File: src/rtl/core/assert_macros.svh
// ----------------------------------------------------------------------------
// assert_macros.svh
// Concurrent assertion wrappers, compiled out with ASSERT_OFF.
// ----------------------------------------------------------------------------
`ifndef ASSERT_MACROS_SVH
`define ASSERT_MACROS_SVH

`ifndef ASSERT_OFF
`define XTS_ASSERT(lbl, clk, rstn, prop, msg) \
  lbl: assert property (@(posedge clk) disable iff (!(rstn)) (prop)) else $error(msg);
`define XTS_NEVER(lbl, clk, rstn, prop, msg) \
  lbl: assert property (@(posedge clk) disable iff (!(rstn)) !(prop)) else $error(msg);
`else
`define XTS_ASSERT(lbl, clk, rstn, prop, msg)
`define XTS_NEVER(lbl, clk, rstn, prop, msg)
`endif

`endif

File: src/rtl/core/xts_queue.sv
`timescale 1ns / 1ps
// ----------------------------------------------------------------------------
// xts_queue
// Small register FIFO with combinational head read.
// ----------------------------------------------------------------------------
`include "assert_macros.svh"
module xts_queue #(
  parameter int W     = 8,
  parameter int DEPTH = 2
) (
  input  logic         clk,
  input  logic         rst_n,
  input  logic         push,
  input  logic [W-1:0] wdata,
  output logic         full,
  input  logic         pop,
  output logic [W-1:0] rdata,
  output logic         empty
);
  localparam int CW = $clog2(DEPTH + 1);
  localparam int PW = (DEPTH > 1) ? $clog2(DEPTH) : 1;

  logic [W-1:0]  mem_r [DEPTH];
  logic [PW-1:0] wp_r, rp_r;
  logic [CW-1:0] cnt_r;

  function automatic logic [PW-1:0] inc(input logic [PW-1:0] p);
    return (p == PW'(DEPTH - 1)) ? '0 : p + 1'b1;
  endfunction

  assign full  = (cnt_r == CW'(DEPTH));
  assign empty = (cnt_r == '0);
  assign rdata = mem_r[rp_r];

  always_ff @(posedge clk) begin
    if (push) begin
      mem_r[wp_r] <= wdata;
    end
  end

  always_ff @(posedge clk) begin
    if (!rst_n) begin
      wp_r  <= '0;
      rp_r  <= '0;
      cnt_r <= '0;
    end else begin
      if (push) begin
        wp_r <= inc(wp_r);
      end
      if (pop) begin
        rp_r <= inc(rp_r);
      end
      cnt_r <= cnt_r + CW'(push) - CW'(pop);
    end
  end

  `XTS_ASSERT(a_no_overflow, clk, rst_n, push |-> !full, "queue overflow")
  `XTS_ASSERT(a_no_underflow, clk, rst_n, pop |-> !empty, "queue underflow")
  `XTS_ASSERT(a_cnt_range, clk, rst_n, cnt_r <= CW'(DEPTH), "queue count out of range")

endmodule

File: config.mk
export PLATFORM = sky130hd
export DESIGN_NAME = xts_queue
export DESIGN_NICKNAME = d
export VERILOG_FILES = /design/src/rtl/core/xts_queue.sv
export VERILOG_INCLUDE_DIRS = /design/src /design/src/rtl/core
export SDC_FILE = /design/constraint.sdc
export NUM_CORES = 1
export LEC_CHECK = 0
export BUFFER_PORTS_ARGS = -buffer_cell sky130_fd_sc_hd__buf_2
export CAP_MARGIN = 20
export CELL_PAD_IN_SITES_DETAIL_PLACEMENT = 1
export CELL_PAD_IN_SITES_GLOBAL_PLACEMENT = 1
export CORE_MARGIN = 2
export CORE_UTILIZATION = 38
export CTS_CLUSTER_DIAMETER = 150
export CTS_CLUSTER_SIZE = 14
export DETAILED_ROUTE_END_ITERATION = 6
export PLACE_DENSITY_LB_ADDON = 0.1
export SETUP_SLACK_MARGIN = 0.02
export SYNTH_ARGS = -nofsm -noshare
export SYNTH_HDL_FRONTEND = slang
export SYNTH_SLANG_ARGS = --single-unit
File: constraint.sdc
create_clock -name clk -period 1.5 [get_ports clk]
set_input_delay 0.075 -clock clk [delete_from_list [all_inputs] [get_ports clk]]
set_output_delay 0.075 -clock clk [all_outputs]
set_load 0.03 [all_outputs]
Word-level counts from Yosys, hierarchy flattened --
Memories as Yosys holds them, arrays and structs flattened. A register that Yosys moved wholly into a read port is not among the register bits. Index checks and enable logic that the tools add are counted.
Operators by class: div/mod/pow operators 0, equal/unequal tests 1, order comparisons 0, $add $sub $neg 4, shift-type cells 0, $mul 0, bitwise logic cells 0, reduce and logical (&&, ||, !) cells 1, muxes and demuxes 6
Operator list (number):
- 2-to-1 mux 1 bit | 6
- adder 1 bit, second input constant | 2
- adder 2 x 1 -> 2 bit | 1
- equality test 2 bit, second input constant | 1
- logical NOT 2 bit | 1
- subtractor 2 x 1 -> 2 bit | 1
Storage, ports and cells: RAM bits 16, memories 1, memory bits (read-only) 0, bits in registers 4, bits in latches 0, logic and storage cells 16, input port bits 12
Memories:
- mem_r | depth 2, width 8, read ports 1, clocked after Yosys merged registers in 1, wr ports 1, line xts_queue.sv:23 | logic [W-1:0] mem_r [DEPTH];

Logic depth before layout (Yosys ltp) --
Gate-level depths: netlist of the first run.
depth after elaboration 4, gate-level depth with buffers 6

Worst setup path before layout of the first run --
Ideal clock, no wire load.
path type register to register, start reg cnt_r[0], end reg cnt_r[1], stages on the path, launching flop included 7, arrival 1.245 ns, setup slack 0.190 ns, required time 1.435 ns, path buffers 0, cells stage by stage dfxtp_1 -> inv_1 -> ha_1 -> inv_1 -> ha_1 -> xnor3_1 -> nor2b_1
Between the ends: longest elaborated chain between the ends 2
Ends and longest elaborated chain:
- start, declared | line xts_queue.sv:25 | logic [CW-1:0] cnt_r;
- start signal, assigned | line xts_queue.sv:53 | cnt_r <= cnt_r + CW'(push) - CW'(pop);
- adder 2 x 1 -> 2 bit | line xts_queue.sv:53
- subtractor 2 x 1 -> 2 bit | line xts_queue.sv:53
No other way between the ends. A chain may end at the register's enable or synchronous reset.

Final worst setup path of the first run --
Ends and elaborated chain as after synthesis.

==> impl_summary.md, run 1 <==
Drt
In this run, the number of DRC markers left after iteration 0 of detailed routing was 0. The final wirelength is 1.423 mm. The length of the first detailed-routing pass in iterations is 1.

In the final routed layout, each cell accounts on average for 13.30 µm. In this run the remaining antenna-violating nets after routing total 0. The via count normalized by instance count is 4.514.

The routed layout has 483 vias. The DRC violation count after routing is 0.

Floorplanning
The die footprint is 2491 µm². The horizontal die dimension is roughly 50 µm. The floorplan core area is slightly below 2000 µm². The floorplan has 16 rows. In this run the count of I/O pins placed on the die edge is 22.

The initial utilization of the core area, before any placement, comes to 40.40%. The height of the die is 49.91 µm.

Run
Max-cap violations in this run came to 0.

Place
The global placement routability congestion is between 0.6 and 0.7. The post-placement cell count is 95. Input and output buffers added on the ports amount to 21. At the placement stage, the worst setup path has a slack of 0.1228 ns.

The HPWL after detailed placement is 960.1 µm. Summing all placed instances gives a cell area of 949.7 µm².

Power
The power density normalized to cell area is around 1200 nW/µm². Total power for the finished layout comes to 1.220 mW. The analysis attributes to cell leakage a power of 0.4298 nW. The maximum ir drop on the vdd rail is 0.5916 mV.

Timing
The final critical path takes up between 90% and 100% of the cycle. The setup skew after layout is approximately 0.0064 ns. The normalized max-slew margin is between 70% and 80%.

For the pin with the worst max-slew slack, the measured transition is 0.4054 ns. Setup total negative slack on the finished layout was measured at 0 ns. The number of hold violations in the final report is 0. The post-route minimum period is 1.370 ns.

Setup repair after global routing left no endpoint under its margin. In the post-route analysis, the smallest setup slack over all paths is 0.1301 ns. The tightest hold path in the finished design has a slack of around 0.03 ns. The final-report max-slew violation count is 0.

The highest clock rate is approximately 0.73 GHz. Setup violations remaining at the end of the flow were counted as 0.

Synthesis
The average instance in the mapped netlist occupies about 17 µm². The count of state elements after synthesis is 21. Counting every net in the synthesized netlist gives 60. The commonest register cell after synthesis is sky130_fd_sc_hd__edfxtp_1. During synthesis, Yosys emitted a total of 0 warnings. The mapped netlist covers 800.8 µm². The main combinational cell family by area after synthesis is multiplexers. The post-synthesis share of cell area spent on xor and xnor gates is 3.906%. The fraction of the yosys area taken by sequential cells is between 70 and 80%.

In the post-synthesis netlist, the cell with the most instances is sky130_fd_sc_hd__edfxtp_1. In the synthesized netlist, the cells that appear most often are 16 x sky130_fd_sc_hd__edfxtp_1, 8 x sky130_fd_sc_hd__mux2_2, 5 x sky130_fd_sc_hd__dfxtp_1, 4 x sky130_fd_sc_hd__and2_1, 4 x sky130_fd_sc_hd__nor2b_1. Yosys mapped a number of flops with a built-in enable equal to 16. In the synthesized netlist the async set-or-reset flop fraction comes to 0%.

The post-synthesis adder-cell area fraction is 3.125%. The leading area contributor after synthesis is sky130_fd_sc_hd__edfxtp_1. The fraction of post-synthesis cell area in the top cell type by area is roughly three fifths. Of the total synthesized cell area, the portion taken by AND, OR, NAND and NOR gates is 6.719%. Ranked by total cell area, the synthesized netlist is headed by sky130_fd_sc_hd__edfxtp_1 60%, sky130_fd_sc_hd__dfxtp_1 13%, sky130_fd_sc_hd__mux2_2 11%, sky130_fd_sc_hd__and2_1 3.1%, sky130_fd_sc_hd__ha_1 3.1%. The synthesized netlist devotes 0.9375% of its cell area to compound gates. After synthesis, the share of cell area in mux cells is 11.25%. The number of unique standard cell types used by synthesis is 12. The synthesized instance count is 46.

Clock tree
CTS saw 21 sinks. In this run the deepest clock path goes through 2 buffers. The post-CTS repair timing setup buffer count is 0. The number of clock buffers added by TritonCTS is 3. CTS built an H-tree with a depth of 1.

TritonCTS built the clock tree. The clock tree root buffer cell is sky130_fd_sc_hd__clkbuf_4. After clock tree synthesis, the clock-pin slew on the worst setup and hold paths is 0.11 ns.

The later-pin clock latency in the skew report is 0.30 ns.

Worst setup path
The sort of element at the end of the critical path is a flip-flop. The peak fanout along the critical path is 3. The capture point of the critical path is cnt_r[1]. Setup slack on the worst reg-to-reg path comes out at 0.13 ns. For the worst setup path, the data required time is about 1.8 ns. The startpoint of the worst register-to-register path is cnt_r[0]. The cell count of the worst reg-to-reg path is 6. The most critical setup path has its startpoint at cnt_r[0]. The endpoint of the worst register-to-register path is cnt_r[1]. STA classifies the critical path startpoint as a flip-flop.

The arrival time reported for the critical path endpoint is approximately 1.6 ns. The critical path class is flip-flop to flip-flop.

GRT
The number of global-route vias before repair is 545. For this run, the total global-route usage over all layers was measured as ~14%. Entering global routing, the biggest net connects 12 pins. The number of antenna violations at the first check in global routing is 0. The first global-routing pass estimated 2.415 mm of wire.

Summed over all layers, the global routing overflow is 0.

Outcome
The flow ran to the end, and the final reports show no timing, DRC or antenna violations.

Layout
Leaving out filler cells and counting taps, the final layout contains 107. Once layout is done, the placed cells without fillers occupy 1059 µm². The final layout contains 95 nets. The post-route core utilization is 53.41%. The share of cells above drive strength 1 is 45.00%. The layout-stage area growth over the synthesis result is 32.19%. The number of antenna diodes in the final layout is 0.

Min path
The path category of the worst min-delay check is input pin to flip-flop.
## placed cells by master, fill, tap and decap left out
cell type                       count
sky130_fd_sc_hd__nor2b_1            4
sky130_fd_sc_hd__xnor3_1            1
sky130_fd_sc_hd__nor2_1             1
sky130_fd_sc_hd__o21a_1             1
sky130_fd_sc_hd__dfxtp_2            2
sky130_fd_sc_hd__buf_4              2
sky130_fd_sc_hd__inv_1              2
sky130_fd_sc_hd__edfxtp_1          16
sky130_fd_sc_hd__buf_2             21
sky130_fd_sc_hd__xor2_1             1
sky130_fd_sc_hd__mux2_2             8
sky130_fd_sc_hd__dlygate4sd3_1      8
sky130_fd_sc_hd__clkbuf_1           1
sky130_fd_sc_hd__dfxtp_1            3
sky130_fd_sc_hd__ha_1               2
sky130_fd_sc_hd__clkbuf_4           3
sky130_fd_sc_hd__and2_1             4
## kinds of logic (layout without fill, tap and decap cells)
kind of cell | count (synthesis) | in the layout
xor gates and xnor gates | 2 | 2
adders and majority gates | 2 | 2
AOI/OAI and AO/OA | 1 | 1
muxes | 8 | 8
and+or+nand+nor | 9 | 9
buffers and inverters | 3 | 37
DFF | 21 | 21
## critical path, cell delays in order, from the launching register on
cell and delay (ns):
sky130_fd_sc_hd__dfxtp_2 0.36, sky130_fd_sc_hd__inv_1 0.04, sky130_fd_sc_hd__ha_1 0.26, sky130_fd_sc_hd__inv_1 0.06, sky130_fd_sc_hd__ha_1 0.13, sky130_fd_sc_hd__xnor3_1 0.37
sky130_fd_sc_hd__nor2b_1 0.10
## what timing repair did
action                                  CTS  global route
endpoints found under the setup margin    8             1
endpoints found under the hold margin    16             0
pin swaps                                 0             0
resized for setup                         1             1
hold buffers                              8             0
## metal layers
metal	vias to the layer above	track usage (%)	share of wire [%]
met1	231	13.49	35
met4	0	5.556	0.84
li1	236	-	-
met5	-	0	0
met3	2	4.242	5.0
met2	14	26.22	59
## area by class of cell
| cell class | instances | area [µm²] |
|---|---|---|
| Clock buffer | 4 | 26.28 |
| Timing Repair Buffer | 31 | 200.2 |
| Fill cell | 201 | 923.4 |
| Inverter | 2 | 7.507 |
| Sequential cell | 21 | 583.1 |
| Tap cell | 27 | 33.78 |
| Multi-Input combinational cell | 22 | 207.7 |
## sequential cells by signal, indices dropped and copies added, names as in the netlist, named ones only
signal  cells
rp_r        1
cnt_r       2
wp_r        1
mem_r      16
## worst min-delay path by stage
| stage | startpoint | to | slack (ns) | depth (start not counted) |
|---|---|---|---|---|
| after floorplan | wdata[0] | mem_r[0][0] | 0.17 | 0 |
| after global placement | wdata[2] | mem_r[1][2] | 0.26 | 1 |
| after detailed placement | wdata[5] | mem_r[1][5] | 0.27 | 1 |
| after CTS | rst_n | wp_r | 0.03 | 2 |
| after global routing | rst_n | wp_r | 0.03 | 2 |
| final | rst_n | wp_r | 0.03 | 2 |
## power by group
group	switching, mW	internal [mW]
Clock	0.160	0.104
Combinational	0.139	0.121
Sequential	0.0256	0.671
Total	0.325	0.896
Power figures use the tool's default switching activity.
==> inputs of run 2 (changes only) <==
--- a/config.mk
+++ b/config.mk
@@ -6,7 +6,6 @@
 export SDC_FILE = /design/constraint.sdc
 export NUM_CORES = 1
 export LEC_CHECK = 0
-export BUFFER_PORTS_ARGS = -buffer_cell sky130_fd_sc_hd__buf_2
 export CAP_MARGIN = 20
 export CELL_PAD_IN_SITES_DETAIL_PLACEMENT = 1
 export CELL_PAD_IN_SITES_GLOBAL_PLACEMENT = 1
@@ -15,6 +14,8 @@
 export CTS_CLUSTER_DIAMETER = 150
 export CTS_CLUSTER_SIZE = 14
 export DETAILED_ROUTE_END_ITERATION = 6
+export DONT_BUFFER_PORTS = 1
+export HOLD_SLACK_MARGIN = 0.08
 export PLACE_DENSITY_LB_ADDON = 0.1
 export SETUP_SLACK_MARGIN = 0.02
 export SYNTH_ARGS = -nofsm -noshare
==> impl_summary.md, run 2 (synthesis results as in run 1) <==
Timing
The worst setup slack after layout is 0.1260 ns. Of the available clock period, the critical path in the final layout requires 91.60%. The setup TNS is 0 ns. In this run the tightest slew margin relative to its limit is 63.14%. On the final layout, the worst clock skew is between 0.003 and 0.004 ns.

For this run, the top clock speed supported by timing is 0.7278 GHz. The smallest clock period supported by the final layout is computed as 1.374 ns. On the final layout, the worst hold slack is 0.2135 ns. Setup repair after global routing left no endpoint under its margin. The transition time of the tightest slew-check pin is 0.5509 ns. Setup violations remaining at the end of the flow were counted as 0. The number of hold violations in the final report came to 0. The final-report max-slew violation count came to 0.

Clock tree
At the later pin of the worst-skew pair, clock insertion delay measures 0.29 ns. TritonCTS built the clock tree. After clock tree synthesis, the clock-pin slew on the worst setup and hold paths is 0.11 ns. In this run the number of H-tree levels came out at 1. The maximum count of clock buffers along a single path is 2. The number of sinks driven by the clock tree is 21. In this run the clock root is driven by a sky130_fd_sc_hd__clkbuf_4.

The post-CTS repair timing setup buffer count is 0. TritonCTS created 3 clock buffers.

Place
Routability-driven placement finished with a final weighted congestion of 0.6411. The number of input and output port buffers inserted is 0. The placement-stage cell area is between 800 and 900 µm². The post-place setup slack is just over 0.07 ns. After legalization and detailed placement, the total HPWL measured about 960 µm.

Drt
The via count normalized by instance count is 4.527. In this run the remaining antenna-violating nets after routing total 0. The count of vias placed by the detailed router is just over 400. The routed design has 1.255 mm of wire. For this run, design rule violations remaining after detail routing come to 0.

The length of the first detailed-routing pass in iterations is 2. The iteration-0 DRC count of the detailed router is 1. In the final routed layout, each cell accounts on average for 13.79 µm.

Worst setup path
The peak fanout along the critical path is 8. The category of the worst setup path launch point is a flip-flop. The worst setup path is captured at a primary output.

The endpoint of the worst register-to-register path is rp_r. The buffer and inverter count on the worst path is 0. The startpoint of the worst register-to-register path is rp_r. The setup check on the worst reg-to-reg path leaves a slack of 0.19 ns. The standard cell with the maximum stage delay on the critical path is sky130_fd_sc_hd__dfxtp_1. The arrival time reported for the critical path endpoint is 1.30 ns. Among cell families on the critical path, the largest total delay comes from flip-flops. The critical path is of the flip-flop to primary output type. In this design, the stage delay of the slowest critical-path cell is 0.54 ns.

The signal on the critical path passes through mux2_2. The worst register-to-register path has a depth of 3. The critical path required time is around 1.4 ns.

GRT
The number of antenna violations at the first check in global routing is 0. The first-pass GRT wire length is 2.090 mm. The number of global-route vias before repair is 461.

The global-route usage over all layers is 11.55%. The largest net degree at the start of global routing is 12. Summed over all layers, the global routing overflow is 0.

Floorplanning
After floorplanning, the core was divided into 16 placement rows. The number of I/O pins is 22. The height of the die is 49.91 µm. The die footprint is 2491 µm². The core region is 1982 µm². Measured along the x axis, the die boundary spans 49.91 µm. The effective utilization at floorplan is 40.40%.

Layout
In the final layout, the share of cells above drive strength 1 is between 20% and 30%. The count of nets after finishing is ~80. The area of all placed cells without fillers is 999.7 µm². The layout-stage area growth over the synthesis result is 24.84%. The largest registers in the layout are mem_r: 16 flops, cnt_r: 2 flops. The most common cell after layout, fill and taps aside is sky130_fd_sc_hd__edfxtp_1. The register containing the most flip-flops in the final layout is mem_r. In the layout the commonest cells are 16 x sky130_fd_sc_hd__edfxtp_1, 12 x sky130_fd_sc_hd__dlygate4sd3_1, 8 x sky130_fd_sc_hd__mux2_2. The register with the most flip-flops in the layout has 16 of them. The number of antenna diodes in the final layout is 0.

Min path
The path with the worst hold slack has its endpoint at mem_r[0][5]. The startpoint identified for the worst hold timing path is push. The worst hold path was traced through 2 stages. The path category of the worst min-delay check is input pin to flip-flop.

Power
Summed over all cells, the static leakage comes to 0.3691 nW. The power density normalized to cell area is 1189 nW/µm². The total power is ~1.2 mW. The worst-case IR drop observed on VDD is 0.6074 mV.

Outcome
The run finished with clean final reports.

Run
The max-cap violation count is 0.
-- run 2: area by class of cell --
class | instances | area, µm²
multi-input cells | 22 | 207.7
flip-flops and latches | 21 | 581.8
fillers | 186 | 982.2
clock buffers | 4 | 26.28
repair buffers | 15 | 142.6
inverters | 2 | 7.507
well taps | 27 | 33.78
-- run 2: worst max path at each step --
stage,from,end,slack [ns],cells after the start
after floorplan,cnt_r[0],cnt_r[1],0.19,6
after global placement,cnt_r[0],cnt_r[1],0.15,6
after detailed placement,cnt_r[0],cnt_r[1],0.07,6
after CTS,cnt_r[0],cnt_r[1],0.05,6
after global routing,flip-flop,rdata[5],0.04,1
final,flip-flop,rdata[5],0.13,1
-- run 2: repair_timing --
| item | 4_1_cts | 5_1_grt |
|---|---|---|
| gates resized for setup | 0 | 1 |
| hold endpoints to repair | 21 | 0 |
| hold buffers | 12 | 0 |
| setup endpoints to repair | 0 | 1 |
-- run 2: stage by stage --
stage	utilization [%]	std cells
final	50.44	91
after global routing	50.44	91
after CTS	50.38	91
after detailed placement	42.99	75
after global placement	42.99	75
after floorplan	-	46
-- run 2: per-layer routing --
layer | global-route usage, % | vias to the layer above | routed length (µm)
li1 | - | 199 | -
met1 | 12.13 | 201 | 477
met2 | 21.56 | 12 | 705
met3 | 5.152 | 0 | 72
met4 | 1.389 | 0 | 0
met5 | 0 | - | 0
-- run 2: power by group --
| part | total, mW | leakage, nW | internal [mW] | switching (mW) |
|---|---|---|---|---|
| Sequential | 0.696 | 0.192 | 0.670 | 0.0257 |
| Combinational | 0.239 | 0.162 | 0.105 | 0.134 |
| Clock | 0.254 | 0.0150 | 0.103 | 0.150 |
==> inputs of run 3 (changes only) <==
--- a/config.mk
+++ b/config.mk
@@ -10,14 +10,14 @@
 export CELL_PAD_IN_SITES_DETAIL_PLACEMENT = 1
 export CELL_PAD_IN_SITES_GLOBAL_PLACEMENT = 1
 export CORE_MARGIN = 2
-export CORE_UTILIZATION = 38
+export CORE_UTILIZATION = 47
 export CTS_CLUSTER_DIAMETER = 150
 export CTS_CLUSTER_SIZE = 14
 export DETAILED_ROUTE_END_ITERATION = 6
 export DONT_BUFFER_PORTS = 1
 export HOLD_SLACK_MARGIN = 0.08
 export PLACE_DENSITY_LB_ADDON = 0.1
-export SETUP_SLACK_MARGIN = 0.02
+export SETUP_SLACK_MARGIN = 0.3
 export SYNTH_ARGS = -nofsm -noshare
 export SYNTH_HDL_FRONTEND = slang
 export SYNTH_SLANG_ARGS = --single-unit
==> impl_summary.md, run 3 (synthesis results as in run 1) <==
Outcome
The flow ran to the end, and the final reports show no timing, DRC or antenna violations.

Layout
For this run, the share of the core covered by cells in the final layout is approximately two thirds. The count of nets after finishing is 78. The number of fillers in the final layout is 128. The largest registers in the layout are mem_r: 16 flops, cnt_r: 2 flops.

The layout-stage area growth over the synthesis result is 30.31%. In the final layout, the multi-input gates occupy between 200 and 300 µm². The share of cells above drive strength 1 is 36.51%. The register containing the most flip-flops in the final layout is mem_r.

Leaving out fill and tap cells, the most frequent cells in the layout are 16 x sky130_fd_sc_hd__edfxtp_1, 11 x sky130_fd_sc_hd__dlygate4sd3_1, 8 x sky130_fd_sc_hd__mux2_4, 4 x sky130_fd_sc_hd__and2_1. The flip-flop count of the largest register, all copies and words added is 16. In the final layout, flip-flops and latches occupy 585.6 µm². The number of antenna diodes in the final layout is 0. The most common cell after layout, fill and taps aside is sky130_fd_sc_hd__edfxtp_1.

Timing
Headroom to the max-slew limit came out at 72.98%. Setup violations remaining at the end of the flow were counted as 0. The final-report max-slew violation count came to 0. For the finished layout, the period the worst path requires is roughly 1.2 ns. The setup TNS is 0 ns. The clock arrives with 0.004131 ns of skew. The transition time of the tightest slew-check pin is 0.4052 ns.

The number of hold violations in the final report is 0. The highest clock rate is 0.8285 GHz. Setup repair after global routing could not meet its margin everywhere. The share of the clock period used by the worst path after layout is 80.47%.

Place
Routability-driven placement finished with a final weighted congestion of 0.6027. The number of input and output port buffers inserted is 0.

Floorplanning
The total area inside the core boundary comes to about 1600 µm². The height of the die is ~45 µm. The die footprint is 2050 µm². The number of I/O pins is 22.

The initial utilization of the core area, before any placement, comes to between 50% and 60%. The floorplan has 14 rows. The floorplan step set the die width to 45.28 µm.

Worst setup path
Broken down by cell family, the worst path's largest delay share belongs to adder cells. The critical path class is flip-flop to flip-flop. The critical path contains buffers and inverters numbering 2 combined.

Walking the worst path, the cells encountered are inv_2, ha_4, inv_4, ha_4, xnor3_1, nor2b_1. Data on the critical path is required at its endpoint by 1.74 ns. STA classifies the critical path endpoint as a flip-flop.

The arrival time reported for the critical path endpoint is 1.44 ns. The cell that appears most often on the critical path is sky130_fd_sc_hd__ha_4. The peak fanout along the critical path is 2.

The standard cell with the maximum stage delay on the critical path is sky130_fd_sc_hd__dfxtp_2. The delay of the slowest cell on the worst path is 0.36 ns. The worst setup path is launched from a flip-flop.

Clock tree
The CTS H-tree depth is 1. Clock-pin slew was measured on the worst setup and hold paths at approximately 0.11 ns. No sink is reached through more buffers than the 2 on the longest clock path. The later-pin clock latency in the skew report is 0.29 ns.

The clock tree from TritonCTS is done. The TritonCTS buffer count is 3. For this design, the sink count on the clock tree is 21. The clock tree root buffer cell is sky130_fd_sc_hd__clkbuf_4.

Drt
The via count normalized by instance count is 5.291. In the routed design, unresolved DRC markers number 0. The iteration-0 DRC count of the detailed router is 2. Once detail routing completed, the nets flagged for antenna violations numbered 0. The length of the first detailed-routing pass in iterations is 4. The count of vias placed by the detailed router is 418.

The final wirelength is 1.398 mm. Dividing the detail-routed wire length by the instance count gives 17.70 µm.

Min path
The path class of the tightest hold or removal check is input pin to flip-flop.

GRT
Entering global routing, the biggest net connects 13 pins. The number of antenna violations at the first check in global routing is 0. The number of global-route vias before repair is 484. Global routing consumed, over all layers together, between 10% and 20% of the routing resources. The aggregate global routing overflow is 0.

The first-pass GRT wire length is about 2.3 mm.

Power
Net switching is 27.59% of the power. Of the total power, combinational logic draws about 22%. Cell internal power was estimated by the tool at 899.5 µW. Summed over all nets, the switching power comes to 342.7 µW. The power density normalized to cell area is between 1000 and 1500 nW/µm².

The share of total power in sequential cells is between 50 and 60%. The clock network power share is 21.0%. The maximum ir drop on the vdd rail is 0.6974 mV. The leakage power figure is 0.3969 nW.

Run
Max-cap violations in this run came to 0.
[run 3: cell types whose count changed in the layout (fill, tap and decap cells not counted), sizes merged]
cell | previous run | this run
clkbuf | 4 | 3
clkinv | 0 | 1
dlygate4sd3 | 12 | 11
[run 3: cell type report]
| class | count | area share (%) |
|---|---|---|
| timing repair buffer | 14 | 12.71 |
| clock inverter | 1 | 0.4796 |
| inverter | 2 | 0.9592 |
| sequential | 21 | 56.12 |
| tap | 16 | 1.918 |
| clock buffer | 3 | 2.158 |
| multi-input combinational | 22 | 25.66 |
[run 3: layer usage]
metal | share of wire, % | track usage, % | up-vias | wire length (µm)
li1 | - | - | 202 | -
met1 | 38 | 17.20 | 205 | 537
met2 | 59 | 32.29 | 11 | 822
met3 | 2.7 | 4.800 | 0 | 38
met4 | 0 | 7.059 | 0 | 0
met5 | 0 | 0 | - | 0
[run 3: power by group through the flow]
stage | Sequential (mW) | Combinational (mW) | Clock, mW
final | 0.703 | 0.278 | 0.261
after global routing | 0.709 | 0.302 | 0.293
after CTS | 0.702 | 0.275 | 0.277
after detailed placement | 0.711 | 0.204 | 0
after global placement | 0.705 | 0.190 | 0
after floorplan | 0.697 | 0.182 | 0
[run 3: worst register-to-register path: cells and delay by family, from the launching register on]
| kind | cells | cell delay [ns] |
|---|---|---|
| AND/OR/NAND/NOR | 1 | 0.12 |
| buffers and inverters | 2 | 0.07 |
| flip-flops | 1 | 0.36 |
| XOR/XNOR | 1 | 0.18 |
| adder cells (fa/ha/maj) | 2 | 0.42 |
[run 3: what timing repair did]
action,CTS,global route
hold buffers,11,0
buffers inserted,1,0
resized for setup,16,2
endpoints found under the hold margin,21,0
pin swaps,2,1
endpoints found under the setup margin,11,10
[run 3: path summary, 6_finish.rpt]
| check | startpoint | to | slack, ns | cells after the start |
|---|---|---|---|---|
| setup reg to reg | cnt_r[0] | cnt_r[1] | 0.29 | 6 |
| setup / recovery | cnt_r[0] | cnt_r[1] | 0.29 | 6 |
| hold reg to reg | rp_r | flip-flop | 0.60 | 2 |
| hold / removal | pop | cnt_r[1] | 0.20 | 3 |
[run 3: per-stage QoR]
step	worst slack (ns)	hold WS (ns)	power [mW]	cells	area [µm²]
3_5_place_dp	0.2120	0.1740	0.9150	63	832.0
4_1_cts	0.2024	0.1878	1.253	79	1037
2_1_floorplan	0.3647	0.1739	0.8787	46	802.0
5_1_grt	0.2305	0.2004	1.304	79	1044
3_3_place_gp	0.3508	0.1740	0.8951	63	832.0
6_report	0.2930	0.1992	1.242	79	1044
